===== src/design/wcsp_pkg.sv =====
package wcsp_pkg;

    localparam int WAVE_BYTES = 16;
    localparam int WAVE_AW    = $clog2(WAVE_BYTES);
    localparam int SAMPLES    = 2 * WAVE_BYTES;
    localparam int POS_W      = $clog2(SAMPLES);
    localparam int PERIOD_W   = 11;
    localparam int COUNT_W    = PERIOD_W + 1;

    localparam logic [1:0] OP_TICK  = 2'd0;
    localparam logic [1:0] OP_READ  = 2'd1;
    localparam logic [1:0] OP_WRITE = 2'd2;

    localparam logic [7:0] ADDR_DAC     = 8'h1A;
    localparam logic [7:0] ADDR_LENGTH  = 8'h1B;
    localparam logic [7:0] ADDR_VOLUME  = 8'h1C;
    localparam logic [7:0] ADDR_PER_LO  = 8'h1D;
    localparam logic [7:0] ADDR_PER_HI  = 8'h1E;
    localparam logic [3:0] WAVE_PAGE    = 4'h3;
    localparam logic [7:0] OPEN_BUS     = 8'hFF;

    typedef struct packed {
        logic [1:0] opcode;
        logic [7:0] reg_address;
        logic [7:0] write_data;
    } t_item;

    typedef struct packed {
        logic [7:0] read_data;
        logic [3:0] sample_out;
        logic       channel_on;
    } t_result;

    // control values the sample generator needs from the register file
    typedef struct packed {
        logic [PERIOD_W-1:0] reload;
        logic [1:0]          vol_code;
    } t_ctrl;

endpackage


===== src/design/wcsp_if.sv =====
interface wcsp_in_if;
    logic       valid;
    logic       ready;
    logic [1:0] opcode;
    logic [7:0] reg_address;
    logic [7:0] write_data;

    modport source (output valid, output opcode, output reg_address, output write_data,
                    input ready);
    modport sink   (input valid, input opcode, input reg_address, input write_data,
                    output ready);
endinterface

interface wcsp_out_if;
    logic       valid;
    logic       ready;
    logic [7:0] read_data;
    logic [3:0] sample_out;
    logic       channel_on;

    modport source (output valid, output read_data, output sample_out, output channel_on,
                    input ready);
    modport sink   (input valid, input read_data, input sample_out, input channel_on,
                    output ready);
endinterface


===== src/design/wcsp_regfile.sv =====
module wcsp_regfile (
    input  logic                         i_clk,
    input  logic                         i_rst_n,
    input  logic                         i_en,
    input  logic [1:0]                   i_opcode,
    input  logic [7:0]                   i_addr,
    input  logic [7:0]                   i_data,
    input  logic [wcsp_pkg::WAVE_AW-1:0] i_wave_idx,
    output logic [7:0]                   o_wave_byte,
    output wcsp_pkg::t_ctrl              o_ctrl,
    output logic [7:0]                   o_rd_data,
    output logic                         o_playing_next
);

    logic [7:0] r_wave [wcsp_pkg::WAVE_BYTES];
    logic [7:0] r_dac;
    logic [7:0] r_volume;
    logic [7:0] r_per_lo;
    logic [7:0] r_per_hi;
    logic       r_playing;

    logic                         is_wave;
    logic                         do_write;
    logic [wcsp_pkg::WAVE_AW-1:0] rd_idx;
    logic [7:0]                   rd_byte;

    assign is_wave  = (i_addr[7:4] == wcsp_pkg::WAVE_PAGE);
    assign do_write = i_en && (i_opcode == wcsp_pkg::OP_WRITE);

    // one read port shared by bus reads and sample fetch
    assign rd_idx  = (i_opcode == wcsp_pkg::OP_READ) ? i_addr[wcsp_pkg::WAVE_AW-1:0]
                                                      : i_wave_idx;
    assign rd_byte = r_wave[rd_idx];

    assign o_wave_byte     = rd_byte;
    assign o_ctrl.reload   = {r_per_hi[2:0], r_per_lo};
    assign o_ctrl.vol_code = r_volume[6:5];

    always_comb begin
        o_rd_data = wcsp_pkg::OPEN_BUS;
        if (i_opcode == wcsp_pkg::OP_READ) begin
            if (is_wave) begin
                o_rd_data = rd_byte;
            end else begin
                case (i_addr)
                    wcsp_pkg::ADDR_DAC:    o_rd_data = r_dac;
                    wcsp_pkg::ADDR_VOLUME: o_rd_data = r_volume;
                    wcsp_pkg::ADDR_PER_HI: o_rd_data = r_per_hi;
                    default:               o_rd_data = wcsp_pkg::OPEN_BUS;
                endcase
            end
        end
    end

    always_comb begin
        o_playing_next = r_playing;
        if (do_write && !is_wave) begin
            case (i_addr)
                wcsp_pkg::ADDR_DAC: begin
                    if (!i_data[7]) o_playing_next = 1'b0;
                end
                wcsp_pkg::ADDR_PER_HI: begin
                    if (i_data[7] && r_dac[7]) o_playing_next = 1'b1;
                end
                default: o_playing_next = r_playing;
            endcase
        end
    end

    always_ff @(posedge i_clk) begin
        if (!i_rst_n) begin
            for (int i = 0; i < wcsp_pkg::WAVE_BYTES; i++) r_wave[i] <= 8'h00;
            r_dac     <= 8'h00;
            r_volume  <= 8'h00;
            r_per_lo  <= 8'h00;
            r_per_hi  <= 8'h00;
            r_playing <= 1'b0;
        end else begin
            if (i_en) r_playing <= o_playing_next;
            if (do_write) begin
                if (is_wave) begin
                    r_wave[i_addr[wcsp_pkg::WAVE_AW-1:0]] <= i_data;
                end else begin
                    case (i_addr)
                        wcsp_pkg::ADDR_DAC:    r_dac    <= i_data;
                        wcsp_pkg::ADDR_VOLUME: r_volume <= i_data;
                        wcsp_pkg::ADDR_PER_LO: r_per_lo <= i_data;
                        wcsp_pkg::ADDR_PER_HI: r_per_hi <= i_data;
                        // length register has no timer behind it
                        wcsp_pkg::ADDR_LENGTH: r_per_lo <= r_per_lo;
                        default:               r_per_lo <= r_per_lo;
                    endcase
                end
            end
        end
    end

    a_play_needs_dac: assert property (@(posedge i_clk) disable iff (!i_rst_n)
        r_playing |-> r_dac[7])
        else $error("channel active with dac off");

    a_dac_off_stops: assert property (@(posedge i_clk) disable iff (!i_rst_n)
        do_write && !is_wave && (i_addr == wcsp_pkg::ADDR_DAC) && !i_data[7] |=> !r_playing)
        else $error("dac clear did not stop channel");

    a_read_only_on_read: assert property (@(posedge i_clk) disable iff (!i_rst_n)
        (i_opcode != wcsp_pkg::OP_READ) |-> (o_rd_data == wcsp_pkg::OPEN_BUS))
        else $error("read data driven on non-read beat");

endmodule


===== src/design/wcsp_gen.sv =====
module wcsp_gen (
    input  logic                         i_clk,
    input  logic                         i_rst_n,
    input  logic                         i_tick,
    input  wcsp_pkg::t_ctrl              i_ctrl,
    input  logic [7:0]                   i_wave_byte,
    output logic [wcsp_pkg::WAVE_AW-1:0] o_wave_idx,
    output logic [3:0]                   o_sample_next
);

    logic [1:0]                   r_phase;
    logic [wcsp_pkg::COUNT_W-1:0] r_count;
    logic [wcsp_pkg::POS_W-1:0]   r_pos;
    logic [3:0]                   r_sample;

    logic [1:0]                   n_phase;
    logic [wcsp_pkg::COUNT_W-1:0] n_count;
    logic [wcsp_pkg::COUNT_W-1:0] count_inc;
    logic [wcsp_pkg::COUNT_W-1:0] reload_ext;
    logic [wcsp_pkg::POS_W-1:0]   n_pos;
    logic [3:0]                   nib;
    logic [3:0]                   scaled;
    logic                         fetch;

    assign o_wave_idx = r_pos[wcsp_pkg::POS_W-1:1];
    assign reload_ext = {1'b0, i_ctrl.reload};
    assign count_inc  = r_count + 1'b1;

    // high nibble first
    assign nib = r_pos[0] ? i_wave_byte[3:0] : i_wave_byte[7:4];

    always_comb begin
        case (i_ctrl.vol_code)
            2'd0:    scaled = 4'd0;
            2'd1:    scaled = nib;
            2'd2:    scaled = nib >> 1;
            2'd3:    scaled = nib >> 2;
            default: scaled = 4'd0;
        endcase
    end

    always_comb begin
        n_phase       = r_phase + 2'd1;
        n_count       = r_count;
        n_pos         = r_pos;
        o_sample_next = r_sample;
        fetch         = (n_phase == 2'd1) && (r_count == reload_ext);
        if (i_tick) begin
            if (fetch) begin
                o_sample_next = scaled;
                n_pos         = r_pos + 1'b1;
            end
            if (n_phase == 2'd2) begin
                // counter runs at half the tick rate and reloads at overflow of 11 bits
                n_count = count_inc[wcsp_pkg::COUNT_W-1] ? reload_ext : count_inc;
                n_phase = 2'd0;
            end
        end else begin
            n_phase = r_phase;
        end
    end

    always_ff @(posedge i_clk) begin
        if (!i_rst_n) begin
            r_phase  <= 2'd0;
            r_count  <= '0;
            r_pos    <= '0;
            r_sample <= 4'd0;
        end else begin
            r_phase  <= n_phase;
            r_count  <= n_count;
            r_pos    <= n_pos;
            r_sample <= o_sample_next;
        end
    end

    a_count_in_range: assert property (@(posedge i_clk) disable iff (!i_rst_n)
        !r_count[wcsp_pkg::COUNT_W-1])
        else $error("period counter past reload point");

    a_phase_range: assert property (@(posedge i_clk) disable iff (!i_rst_n)
        r_phase != 2'd3)
        else $error("divider phase out of range");

    a_idle_holds: assert property (@(posedge i_clk) disable iff (!i_rst_n)
        !i_tick |=> $stable(r_phase) && $stable(r_count) && $stable(r_pos) && $stable(r_sample))
        else $error("generator state moved without a tick");

endmodule


===== src/design/wave_channel_sample_player.sv =====
// wave channel sample player
// input channel i_in carries one operation per beat: opcode 0 advances the
// channel by one tick, 1 reads the byte at reg_address, 2 writes write_data
// there (0x1A dac, 0x1B length, 0x1C volume, 0x1D/0x1E period and trigger,
// 0x30..0x3F wave ram). opcode 3 does nothing.
// output channel o_out returns exactly one beat per input beat, in order:
// read_data (0xFF unless a read of a readable address), the current sample
// after the volume shift, and the channel active flag, all as they stand
// after the operation.
// output valid rises once the beat has moved on from the input register: the
// beat sits in the input register, and is applied to the state as the result
// register is loaded; a stalled receiver keeps it waiting in the input register.
// throughput is one beat per cycle while the receiver takes results; the wave
// ram has a single read port shared by bus reads and sample fetch.
// reset clears wave ram, control bytes, divider, period counter, sample
// index and output sample; both channels come up empty.
// when the receiver stalls, the result register holds its beat and the
// input register holds one more, then i_in.ready drops.
module wave_channel_sample_player (
    input  logic              i_clk,
    input  logic              i_rst_n,
    wcsp_in_if.sink           i_in,
    wcsp_out_if.source        o_out
);

    logic              r_in_valid;
    wcsp_pkg::t_item   r_in;
    logic              r_out_valid;
    wcsp_pkg::t_result r_out;

    logic                         out_free;
    logic                         adv;
    logic                         tick;
    logic [wcsp_pkg::WAVE_AW-1:0] wave_idx;
    logic [7:0]                   wave_byte;
    wcsp_pkg::t_ctrl              ctrl;
    logic [7:0]                   rd_data;
    logic                         playing_next;
    logic [3:0]                   sample_next;

    assign out_free   = !r_out_valid || o_out.ready;
    assign adv        = r_in_valid && out_free;
    assign i_in.ready = !r_in_valid || adv;
    assign tick       = adv && (r_in.opcode == wcsp_pkg::OP_TICK);

    wcsp_regfile u_regfile (
        .i_clk          (i_clk),
        .i_rst_n        (i_rst_n),
        .i_en           (adv),
        .i_opcode       (r_in.opcode),
        .i_addr         (r_in.reg_address),
        .i_data         (r_in.write_data),
        .i_wave_idx     (wave_idx),
        .o_wave_byte    (wave_byte),
        .o_ctrl         (ctrl),
        .o_rd_data      (rd_data),
        .o_playing_next (playing_next)
    );

    wcsp_gen u_gen (
        .i_clk         (i_clk),
        .i_rst_n       (i_rst_n),
        .i_tick        (tick),
        .i_ctrl        (ctrl),
        .i_wave_byte   (wave_byte),
        .o_wave_idx    (wave_idx),
        .o_sample_next (sample_next)
    );

    always_ff @(posedge i_clk) begin
        if (!i_rst_n) begin
            r_in_valid  <= 1'b0;
            r_out_valid <= 1'b0;
        end else begin
            if (i_in.ready) r_in_valid <= i_in.valid;
            if (out_free)   r_out_valid <= adv;
        end
    end

    always_ff @(posedge i_clk) begin
        if (i_in.ready && i_in.valid) begin
            r_in.opcode      <= i_in.opcode;
            r_in.reg_address <= i_in.reg_address;
            r_in.write_data  <= i_in.write_data;
        end
        if (adv) begin
            r_out.read_data  <= rd_data;
            r_out.sample_out <= sample_next;
            r_out.channel_on <= playing_next;
        end
    end

    assign o_out.valid      = r_out_valid;
    assign o_out.read_data  = r_out.read_data;
    assign o_out.sample_out = r_out.sample_out;
    assign o_out.channel_on = r_out.channel_on;

    a_in_hold: assert property (@(posedge i_clk) disable iff (!i_rst_n)
        r_in_valid && !adv |=> r_in_valid && $stable(r_in))
        else $error("pending beat lost or changed in input register");

    a_one_result_per_beat: assert property (@(posedge i_clk) disable iff (!i_rst_n)
        adv |=> r_out_valid)
        else $error("processed beat produced no result");

    a_no_phantom: assert property (@(posedge i_clk) disable iff (!i_rst_n)
        !r_in_valid && out_free |=> !r_out_valid)
        else $error("result appeared without an input beat");

endmodule

===== src/flat_wrapper.sv =====
// flat-port wrapper written by rule: the top's interface ports become plain ports
module wave_channel_sample_player_flat 
  (i_clk, i_rst_n, i_in_valid, i_in_opcode, i_in_reg_address, i_in_write_data, i_in_ready, o_out_valid, o_out_read_data, o_out_sample_out, o_out_channel_on, o_out_ready);
  wcsp_in_if i_in_i ();
  wcsp_out_if o_out_i ();
  input  logic i_clk;
  input  logic i_rst_n;
  input wire logic [$bits(i_in_i.valid)-1:0] i_in_valid;
  input wire logic [$bits(i_in_i.opcode)-1:0] i_in_opcode;
  input wire logic [$bits(i_in_i.reg_address)-1:0] i_in_reg_address;
  input wire logic [$bits(i_in_i.write_data)-1:0] i_in_write_data;
  output wire logic [$bits(i_in_i.ready)-1:0] i_in_ready;
  output wire logic [$bits(o_out_i.valid)-1:0] o_out_valid;
  output wire logic [$bits(o_out_i.read_data)-1:0] o_out_read_data;
  output wire logic [$bits(o_out_i.sample_out)-1:0] o_out_sample_out;
  output wire logic [$bits(o_out_i.channel_on)-1:0] o_out_channel_on;
  input wire logic [$bits(o_out_i.ready)-1:0] o_out_ready;
  assign i_in_i.valid = i_in_valid;
  assign i_in_i.opcode = i_in_opcode;
  assign i_in_i.reg_address = i_in_reg_address;
  assign i_in_i.write_data = i_in_write_data;
  assign i_in_ready = i_in_i.ready;
  assign o_out_valid = o_out_i.valid;
  assign o_out_read_data = o_out_i.read_data;
  assign o_out_sample_out = o_out_i.sample_out;
  assign o_out_channel_on = o_out_i.channel_on;
  assign o_out_i.ready = o_out_ready;
  wave_channel_sample_player u_core (.i_clk(i_clk), .i_rst_n(i_rst_n), .i_in(i_in_i), .o_out(o_out_i));
endmodule

===== config.mk =====
export PLATFORM = sky130hd
export DESIGN_NAME = wave_channel_sample_player_flat
export DESIGN_NICKNAME = d
export VERILOG_FILES = /design/src/design/wcsp_pkg.sv /design/src/design/wcsp_if.sv /design/src/design/wcsp_regfile.sv /design/src/design/wcsp_gen.sv /design/src/design/wave_channel_sample_player.sv /design/src/flat_wrapper.sv
export SDC_FILE = /design/constraint.sdc
export NUM_CORES = 1
export LEC_CHECK = 0
export BUFFER_PORTS_ARGS = -buffer_cell sky130_fd_sc_hd__clkbuf_2
export CAP_MARGIN = 20
export CORE_MARGIN = 4
export CORE_UTILIZATION = 50
export CTS_CLUSTER_DIAMETER = 40
export DETAILED_ROUTE_END_ITERATION = 6
export PLACE_DENSITY_LB_ADDON = 0.12
export SYNTH_ARGS = -nofsm -noshare
export SYNTH_HDL_FRONTEND = slang
export SYNTH_HIERARCHICAL = 1
export SYNTH_SLANG_ARGS = --single-unit
export TNS_END_PERCENT = 50

===== constraint.sdc =====
create_clock -name i_clk -period 3.7 [get_ports i_clk]
set_input_delay 0.185 -clock i_clk [delete_from_list [all_inputs] [get_ports i_clk]]
set_output_delay 0.185 -clock i_clk [all_outputs]
set_load 0.05 [all_outputs]

* Word-level counts from Yosys, hierarchy flattened
Memories as Yosys holds them, arrays and structs flattened.
Index checks and enable logic that the tools add are counted.
** Operators by class
- Add/sub/neg operators :: 3
- $mul :: 0
- Div/mod/pow operators :: 0
- Magnitude comparators :: 0
- Equal/unequal tests :: 13
- Shifts and indexed selects :: 0
- Multiplexer cells :: 21
- Bitwise gates (word level) :: 1
- Reductions and logical operators :: 21
** Operators with widths (count)
- $eq A8 B5 Y1 const B :: 4
- $pmux W8 S3 :: 1
- $mux W4 :: 5
- $mux W8 :: 2
- $pmux W4 S4 :: 1
- $add A12 B1 Y12 const B :: 1
- $eq A12 B11 Y1 :: 1
- $reduce_and A3 Y1 :: 4
- $mux W11 :: 1
- $mux W1 :: 9
- $eq A2 B2 Y1 const B :: 4
- $reduce_or A8 Y1 :: 1
- $logic_and A1 B1 Y1 :: 7
- $eq A2 B1 Y1 const B :: 3
- $add A5 B1 Y5 const B :: 1
- $eq A4 B2 Y1 const B :: 1
- $logic_not A2 Y1 :: 2
- $reduce_and A2 Y1 :: 2
- $logic_not A1 Y1 :: 3
- $add A2 B1 Y2 const B :: 1
- $logic_or A1 B1 Y1 :: 2
- $mux W2 :: 1
- $pmux W1 S2 :: 1
- $not A1 Y1 :: 1
** Storage, ports and cells
- Flip-flop bits (word level) :: 89
- Bits in latches :: 0
- Bits in writable memories :: 128
- Memory bits (read-only) :: 0
- Word-level logic and storage cells :: 77
- Memories :: 1
** Memory list
- u_core.u_regfile.r_wave :: depth 16, width 8, read ports 1, clocked after memory_dff 0, write ports 16, RTL line wcsp_regfile.sv:15 : logic [7:0] r_wave [wcsp_pkg::WAVE_BYTES];

* Logic depth before layout (Yosys ltp)
Gate-level depths: netlist of run 1.
- Depth in word-level cells :: 9
- Depth in mapped cells :: 13

* Modules after synthesis
The synthesis of run 1 kept the hierarchy.
** By module, submodules not included
- wcsp_regfile :: instances 1, cells an instance 726, area each 8378.0 µm²
- wcsp_gen :: instances 1, cells an instance 177, area each 1465.2 µm²
- wave_channel_sample_player :: instances 1, cells an instance 41, area each 1042.2 µm²

* Least setup slack after synthesis of run 1
OpenSTA, ideal clock, no wires.
- Kind :: register -> register
- From :: register u_core/r_in[17] (netlist bit)
- To :: register, netlist name u_core/o_out.sample_out[0]
- Library setup time :: 0.260 ns
- Arrival time :: 2.879 ns
- Setup slack :: 0.562 ns
- Stages on the path, launching flop included :: 10
- Buffers on the path :: 3
- Clock period less this slack :: 3.138 ns
- Path through :: edfxtp_1 nand2b_1 buf_6 buf_2 buf_2 mux2i_2 mux2_2 mux4_2 a22o_1 mux2_2
** On the way
- Word-level cells in the longest chain between the ends :: 7
- Elaborated cells between the ends (all ways) :: 9
- Those cells by class :: eq/ne: 1; mux: 5; reduce/logical: 2; memory: 1
** RTL lines
- from (decl) :: RTL line wave_channel_sample_player.sv:27 : wcsp_pkg::t_item r_in;
- $eq A2 B1 Y1 :: RTL line wcsp_regfile.sv:31 : assign rd_idx = (i_opcode == wcsp_pkg::OP_READ) ? i_addr[wcsp_pkg::WAVE_AW-1:0]
- $mux W4 :: RTL line wcsp_regfile.sv:31
- $mem_v2 Z16 W8
- via u_core.wave_byte[6] :: RTL line wave_channel_sample_player.sv:35 : logic [7:0] wave_byte;
- $mux W4 :: RTL line wcsp_gen.sv:30 : assign nib = r_pos[0] ? i_wave_byte[3:0] : i_wave_byte[7:4];
- $pmux W4 S4 :: RTL line wcsp_gen.sv:33 : case (i_ctrl.vol_code)
- $mux W4 :: RTL line wcsp_gen.sv:49 : if (fetch) begin
- $mux W4 :: RTL line wcsp_gen.sv:48 : if (i_tick) begin
- via u_core.sample_next[0] :: RTL line wave_channel_sample_player.sv:39 : logic [3:0] sample_next;
The timed path passes the listed nets, and every way through them passes these cells.
A chain may end at the register's enable or synchronous reset.

* Worst setup path after layout of run 1
- From :: register u_core/r_in[17] (netlist bit)
- To :: register, netlist name u_core/o_out.sample_out[0]
** On the way
- Word-level cells in the longest chain between the ends :: 7
- Elaborated cells between the ends (all ways) :: 9
- Those cells by class :: eq/ne: 1; mux: 5; reduce/logical: 2; memory: 1
** RTL lines (RTL line)
- $eq A2 B1 Y1 :: wcsp_regfile.sv:31
- $mux W4 :: wcsp_regfile.sv:31
- $mem_v2 Z16 W8
- via u_core.wave_byte[6] :: wave_channel_sample_player.sv:35
- $mux W4 :: wcsp_gen.sv:30
- $pmux W4 S4 :: wcsp_gen.sv:33
- $mux W4 :: wcsp_gen.sv:49
- $mux W4 :: wcsp_gen.sv:48
- via u_core.sample_next[0] :: wave_channel_sample_player.sv:39
The timed path passes the listed nets, and every way through them passes these cells.

==> metrics.log, run 1 <==
INFO  metric ys.warnings.count = 6
INFO  metric achievable-frequency = 290.6 MHz
INFO  metric netSwitchingPower = 1.418 mW
INFO  metric antenna_found_initial = 1
INFO  metric timing.hold.ws = around 0.29 ns
INFO  metric drive_gt1_share = between 10% and 20%
INFO  metric yosys_register_bits = 216
INFO  metric hold_path_end = u_core/u_regfile/r_wave[5][7]
INFO  metric synth_area_per_cell = 11.53 µm²
INFO  metric synth-async-reset-ratio = 0%
INFO  metric detail_route.wirelength = 28110 µm
INFO  metric place.port_buffers = 36
INFO  metric start_kind = flop
INFO  metric mostFrequentLayoutCells = edfxtp_1, and2_1, a211oi_1
INFO  metric dr.pass1.iters = 5
INFO  metric initial_core_utilization = 51.30%
INFO  metric rrSetupSlack = 0.26 ns
INFO  metric floorplan.die.width = 155.6 µm
INFO  metric htreeDepth = 1
INFO  metric cts-resized-gates = 0
INFO  metric ir_drop = 0.4536 mV
INFO  metric pwr-share-comb = 5.4%
INFO  metric layout_setup_ws = 0.2594 ns
INFO  metric critical_hold_path_startpoint = i_rst_n
INFO  metric grt_start_max_net_pins = 70
INFO  metric top_level_ports = 37
INFO  metric worstSkewPairLatency = 0.54 ns
INFO  metric power_density = 478.0 nW/µm²
INFO  metric synth-main-ff-cell = edfxtp_1
INFO  metric preCtsSetupSlack = around 0.30 ns
INFO  metric area_growth = 14.84%
INFO  metric swShare = roughly a quarter
INFO  metric power = 5.976 mW
INFO  metric fin_crit = 3.441 ns
INFO  metric routabilityCongestion = between 0.9 and 1
INFO  metric worst_setup_hold_path_clk_slew = 0.06 ns
INFO  metric setup-violations-final = 0
INFO  metric drv_cap = 0
INFO  metric final.setup.tns = 0 ns
INFO  metric leakagePower = 4.776 nW
INFO  metric core-area = between 20000 and 25000 µm²
INFO  metric post-place-cells = 1208
INFO  metric worstPathMaxFanout = 26
INFO  metric instances_no_fill = ~1300
INFO  metric placementRows = 53
INFO  metric r2r-start = u_core/r_in[17]
INFO  metric dr.first_iter.drc_count = 628
INFO  metric max_root_sink_buffers = 3
INFO  metric first_pass_grt_wire_length = 43810 µm
INFO  metric p_int = 4.557 mW
INFO  metric critPathCaptureType = flop
INFO  metric min-delay-path-class = in2reg
INFO  metric grt.overflow.total = 0
INFO  metric synth_fp_nets = roughly 970
INFO  metric worst_ep_arrival_time = 3.72 ns
INFO  metric drcViolationCount = 0
INFO  metric final-hold-violation-count = 0
INFO  metric global_route.usage.total = between 20% and 30%
INFO  metric design.die.area = 24200 µm²
INFO  metric synth_enable_flop_cells = 159
INFO  metric cts_setup_buffers = 0
INFO  metric route.antenna.remaining_nets = 0
INFO  metric power.clock.fraction = between 40% and 50%
INFO  metric final-max-slew-violation-count = 0
INFO  metric post-route-cell-area = 12500 µm²
INFO  metric path_class = reg2reg
INFO  metric placedInstanceArea = around 11000 µm²
INFO  metric whs_path_depth = 3
INFO  metric place.detailed.hpwl = 18950 µm
INFO  metric seq_power_share = 45.8%
INFO  metric r2r_cells = 9
INFO  metric die_height = 155.6 µm
INFO  metric netlist_instances = 944
INFO  metric finish.net_count = 1011
INFO  metric crit-reg2reg-capture = u_core/o_out.sample_out[0]
INFO  metric synth.yosys.seq_area_share = 54.34%
INFO  metric syn-cell-area = 10890 µm²
INFO  metric mostFrequentLayoutCell = edfxtp_1
INFO  metric via_count_of_the_first_global_routing_pass = 7596
INFO  metric timing_worst_slew_pin_value = about 1.1 ns
INFO  metric count_of_distinct_cell_types_in_the_synthesized_netlist = 73
INFO  metric root_cell_of_the_clock_tree = clkbuf_16
INFO  metric slew-limit-headroom = 27.44%
INFO  metric avgViaCountPerCell = 5.892
INFO  metric routedWlPerCell = 21.84 µm
INFO  metric rsz0062_at_grt = false
INFO  metric worst_ep_required_time = 3.98 ns
INFO  metric cts_made_buffers = 30
INFO  metric finalCritPeriodShare = between 90% and 100%
INFO  metric status = finished, final reports clean
INFO  metric layout.core_utilization = 58.91%
INFO  metric cts_tree = done
INFO  metric vias = 7583
INFO  metric clock_sink_count = ~220
INFO  metric clock_skew = 0.01266 ns
-- worst max-delay path, cell delays in order, from the launching register on --
cell and delay, ns:
edfxtp_1 0.49, nand2b_2 0.29, a21o_2 0.44, buf_4 0.29, a211oi_1 0.32, nor4_1 0.13
mux2_2 0.30, mux4_2 0.45, a22o_1 0.20, mux2_2 0.26
-- kinds of logic after synthesis --
kind of cell | synth area share, %
simple gates | 17.61
flops | 54.34
compound gates | 13.52
buf+inv | 6.402
mux | 6.851
xor+xnor | 1.046
fa+ha+maj | 0.2298
-- state kept, by name, indices dropped and copies added (netlist names), 2 cells and up --
name	flops
u_core/u_gen/r_sample	4
u_core/u_gen/r_count	11
u_core/r_in	18
u_core/u_regfile/r_volume	8
u_core/u_gen/r_pos	5
u_core/o_out.read_data	8
u_core/u_regfile/r_wave	128
u_core/o_out.sample_out	4
u_core/u_regfile/r_dac	8
u_core/u_regfile/r_per_lo	8
u_core/u_gen/r_phase	2
u_core/u_regfile/r_per_hi	8
-- how the worst max path moves through the flow --
stage,start,to,slack (ns),cells after the start
CTS,u_core/r_in[17],u_core/o_out.sample_out[0],0.29,9
global placement,u_core/r_in[17],u_core/o_out.sample_out[0],0.41,9
global route,u_core/r_in[17],u_core/o_out.sample_out[0],0.18,9
floorplan,u_core/r_in[17],u_core/o_out.sample_out[0],0.56,9
detailed placement,u_core/r_in[17],u_core/o_out.sample_out[0],0.30,9
finish,u_core/r_in[17],u_core/o_out.sample_out[0],0.26,9
-- layer usage --
layer,global-route usage (%),part of all wire [%],up-vias,routed length [µm]
met3,3.051,5.1,43,1438
met2,39.03,48,259,13540
li1,-,-,3577,-
met4,6.794,2.5,0,699
met5,0,0,-,0
met1,32.05,44,3704,12430
-- final cells by class --
class	instances	area (µm²)
Fill cell	1740	8720
Sequential cell	216	5917
Multi-Input combinational cell	581	4288
Clock buffer	31	775.7
Timing Repair Buffer	92	658.1
Tap cell	275	344.1
Clock inverter	25	267.8
Inverter	66	247.7
Antenna cell	1	2.502
-- synth_stat cells (all sizes together), types with 2 or more instances --
master / count / area share [%]
or4: 10 / 0.93
nand3: 13 / 0.64
nor2b: 35 / 2.1
edfxtp: 159 / 44
dfxtp: 57 / 10
o21ai: 15 / 0.69
nand3b: 3 / 0.21
nor4b: 2 / 0.22
mux2i: 56 / 5.3
and3b: 2 / 0.16
nor3: 11 / 0.55
a21oi: 7 / 0.32
nor3b: 3 / 0.25
a22o: 2 / 0.16
clkbuf: 40 / 1.4
a211oi: 114 / 7.9
inv: 65 / 2.2
and3: 15 / 0.86
a2111o: 6 / 0.62
a31oi: 9 / 0.77
a221oi: 12 / 1.3
mux2: 13 / 1.3
a221o: 2 / 0.18
nand2b: 16 / 0.92
buf: 41 / 2.7
or3: 3 / 0.17
o211ai: 2 / 0.14
nor4: 15 / 0.92
nand4: 8 / 0.46
ha: 2 / 0.23
o21a: 3 / 0.21
nor2: 17 / 0.61
and2: 122 / 7.0
nor4bb: 3 / 0.28
o211a: 3 / 0.28
nand2: 27 / 0.93
xor2: 11 / 0.89
o31ai: 3 / 0.21
xnor2: 2 / 0.16
-- power groups by stage --
stage | combinational (mW) | sequential [mW] | clock, mW
6_report | 0.320 | 2.73 | 2.92
3_5_place_dp | 0.297 | 2.79 | 0
5_1_grt | 0.343 | 2.74 | 3.09
3_3_place_gp | 0.292 | 2.79 | 0
2_1_floorplan | 0.226 | 2.74 | 0
4_1_cts | 0.315 | 2.74 | 2.97
-- what timing repair did --
item | 4_1_cts | 5_1_grt
hold buffers | 20 | 0
endpoints found under the setup margin | 0 | 0
hold endpoints to repair | 20 | 0
Power figures use the tool's default switching activity.
==> run 2, diff against run 1 <==
- CTS_CLUSTER_SIZE: unset -> 10
- SYNTH_HIERARCHICAL: 1 -> unset
==> metrics.log, run 2 <==
INFO  metric placedInstanceArea = 10980 µm²
INFO  metric synth_area_per_cell = 11.38 µm²
INFO  metric avgViaCountPerCell = ~5.9
INFO  metric fin_crit = ~3.3 ns
INFO  metric worst_ep_arrival_time = roughly 3.6 ns
INFO  metric synth_fp_nets = about 940
INFO  metric setup.worst_path.start = u_core.r_in[17]
INFO  metric place.detailed.hpwl = 19910 µm
INFO  metric first_pass_grt_wire_length = 44030 µm
INFO  metric crit-reg2reg-capture = u_core.o_out.sample_out[1]
INFO  metric grt_busiest_layer = met2
INFO  metric initial_core_utilization = 51.18%
INFO  metric critPathCaptureType = flop
INFO  metric synth-async-reset-ratio = 0%
INFO  metric count_of_distinct_cell_types_in_the_synthesized_netlist = 57
INFO  metric cts_setup_buffers = 0
INFO  metric worst_setup_hold_path_clk_slew = 0.06 ns
INFO  metric largest_registers = u_core.u_regfile.r_wave (128), u_core.r_in (18), u_core.u_gen.r_count (11)
INFO  metric top_level_ports = 37
INFO  metric mostFrequentLayoutCell = edfxtp_1
INFO  metric via_count_of_the_first_global_routing_pass = 7440
INFO  metric setup-violations-final = 0
INFO  metric largest_family_of_logic_cells_by_synthesized_area = simple AND/OR/NAND/NOR gates
INFO  metric rrSetupSlack = 0.37 ns
INFO  metric synth_enable_flop_cells = about 160
INFO  metric synth-adder-area-share = 0.2393%
INFO  metric power_density = 474.2 nW/µm²
INFO  metric worstSetupEndpoint = u_core.o_out.sample_out[1]
INFO  metric layout.core_utilization = 59.51%
INFO  metric routabilityCongestion = 0.9477
INFO  metric status = finished, final reports clean
INFO  metric synth-main-ff-cell = edfxtp_1
INFO  metric multi_input_area = 4223 µm²
INFO  metric yosys-top-cells-area = edfxtp_1, dfxtp_1, mux2i_1
INFO  metric mostFrequentLayoutCells = edfxtp_1, and2_1, mux2i_1
INFO  metric die_height = around 150 µm
INFO  metric clock_sink_count = roughly 220
INFO  metric post-route-cell-area = 12160 µm²
INFO  metric yosys.area_share.simple = 19.71%
INFO  metric design.die.area = 23290 µm²
INFO  metric finalCritPeriodShare = 89.93%
INFO  metric min-delay-path-class = in2reg
INFO  metric timing_worst_slew_pin_value = between 1 and 1.5 ns
INFO  metric global_route.usage.met2 = between 30% and 40%
INFO  metric largest_register_ffs = 128
INFO  metric achievable-frequency = between 300 and 400 MHz
INFO  metric cts-resized-gates = 0
INFO  metric ir_drop = 0.3343 mV
INFO  metric max_root_sink_buffers = 3
INFO  metric routedWlPerCell = ~22 µm
INFO  metric filler_cell_count = 1738
INFO  metric netlist_instances = 919
INFO  metric gr_met1_demand_resource = 35.20%
INFO  metric synth.most_common_cell = edfxtp_1
INFO  metric path_class = reg2reg
INFO  metric cts_made_buffers = 31
INFO  metric ys.warnings.count = 0
INFO  metric r2r-start = u_core.r_in[17]
INFO  metric placementRows = 52
INFO  metric grt_start_max_net_pins = a little over 60
INFO  metric htreeDepth = 1
INFO  metric detail_route.wirelength = 28660 µm
INFO  metric insertedDiodeCount = 0
INFO  metric synthXorXnorAreaFrac = approximately 1.3%
INFO  metric leakagePower = 4.397 nW
INFO  metric syn-cell-area = about 10000 µm²
INFO  metric post-place-cells = 1197
INFO  metric antenna_found_initial = 0
INFO  metric yosys-mux-area-fraction = 10.78%
INFO  metric timing.hold.ws = roughly 0.34 ns
INFO  metric use_met3 = 3.266%
INFO  metric drive_gt1_share = 14.51%
INFO  metric global_route.usage.total = between 20% and 30%
INFO  metric rsz0062_at_grt = false
INFO  metric synth.yosys.seq_area_share = 56.58%
INFO  metric root_cell_of_the_clock_tree = clkbuf_16
INFO  metric final.setup.tns = 0 ns
INFO  metric slew-limit-headroom = ~27%
INFO  metric start_kind = flop
INFO  metric regArea = 5916 µm²
INFO  metric route.antenna.remaining_nets = 0
INFO  metric dr.pass1.iters = 5
INFO  metric clock_skew = 0.02836 ns
INFO  metric worst_ep_required_time = 3.97 ns
INFO  metric registers.top_by_ff_count = u_core.u_regfile.r_wave
INFO  metric final-hold-violation-count = 0
INFO  metric area_growth = 16.26%
INFO  metric floorplan.die.width = 152.6 µm
INFO  metric drv_cap = 0
INFO  metric compound_gate_fraction_of_synth_area = 8.245%
INFO  metric core-area = slightly above 20000 µm²
INFO  metric finish.net_count = 1005
INFO  metric place.port_buffers = 36
INFO  metric worstSkewPairLatency = 0.55 ns
INFO  metric r2r_cells = 8
INFO  metric dr.first_iter.drc_count = 635
INFO  metric grt.overflow.total = 0
INFO  metric instances_no_fill = 1276
INFO  metric cts_tree = done
INFO  metric library_cell_with_the_largest_summed_area_after_synthesis = edfxtp_1
INFO  metric synth.top_cell.area_share = 45.66%
INFO  metric yosys_register_bits = 216
INFO  metric ys_top_cells_by_count = edfxtp_1, and2_1, mux2i_1, nand2_1, nor2_1
INFO  metric final-max-slew-violation-count = 0
INFO  metric worstPathMaxFanout = 24
INFO  metric vias = 7552
INFO  metric drcViolationCount = 0
==> run 2: changes by cell type in the layout (fill, tap and decap cells not counted), sizes merged, moves of 15 or more <==
cell    change
mux2i      +21
nand2      +35
clkbuf     +15
o21ai      +26
a211oi    -102
nor2       +41
inv        -57
nor3       +16
==> run 2: routing by layer <==
metal,wire length (µm),up-vias
li1,-,3480
met1,12650,3690
met2,13190,332
met3,2083,50
met4,729,0
met5,0,-
==> run 2: logic make-up (layout without fill, tap and decap cells) <==
group / Yosys count / in the layout
and+or+nand+nor: 378 / 378
AOI/OAI and AO/OA: 132 / 132
xor gates and xnor gates: 16 / 16
buffers and inverters: 78 / 165
DFF: 216 / 216
adders and majority gates: 2 / 2
muxes: 97 / 97
==> run 2: how the worst min path moves through the flow <==
stage / startpoint / endpoint / cells after the start
after global placement: i_in_reg_address[2] / u_core.r_in[10] / 1
after floorplan: i_in_write_data[0] / u_core.r_in[0] / 0
after global routing: i_in_reg_address[6] / u_core.r_in[14] / 2
after CTS: i_rst_n / u_core.o_out.valid / 3
final: i_rst_n / u_core.o_out.valid / 3
after detailed placement: i_in_write_data[1] / u_core.r_in[1] / 1
==> run 2: where the power goes <==
group          switching [mW]  internal [mW]
Clock                    1.04           1.68
Combinational           0.191          0.115
Sequential             0.0770           2.66
==> run 2: worst max-delay path, stage by stage, from the launching register on <==
cell      delay [ns]
edfxtp_1        0.48
nand2b_1        0.48
a21o_4          0.43
mux2i_1         0.41
o221ai_1        0.21
o21ai_0         0.15
or3b_2          0.46
a31oi_1         0.28
o31ai_1         0.12
==> run 2: final cells by class <==
cell class / count / share of cell area [%]
Timing Repair Buffer: 93 / 5.434
Clock inverter: 11 / 0.8337
Multi-Input combinational cell: 625 / 34.74
Tap cell: 270 / 2.779
Clock buffer: 47 / 7.122
Sequential cell: 216 / 48.66
Inverter: 14 / 0.4323
==> run 2: timing repair <==
item,4_1_cts,5_1_grt
hold buffers,21,0
endpoints found under the hold margin,20,0
setup endpoints to repair,0,0
==> run 2: through the flow <==
stage | worst slack [ns] | power, mW
6_report | 0.3727 | 5.764
5_1_grt | 0.1737 | 5.933
4_1_cts | 0.4134 | 5.801
3_5_place_dp | 0.4287 | 3.068
3_3_place_gp | 0.5590 | 3.063
2_1_floorplan | 0.9998 | 2.934
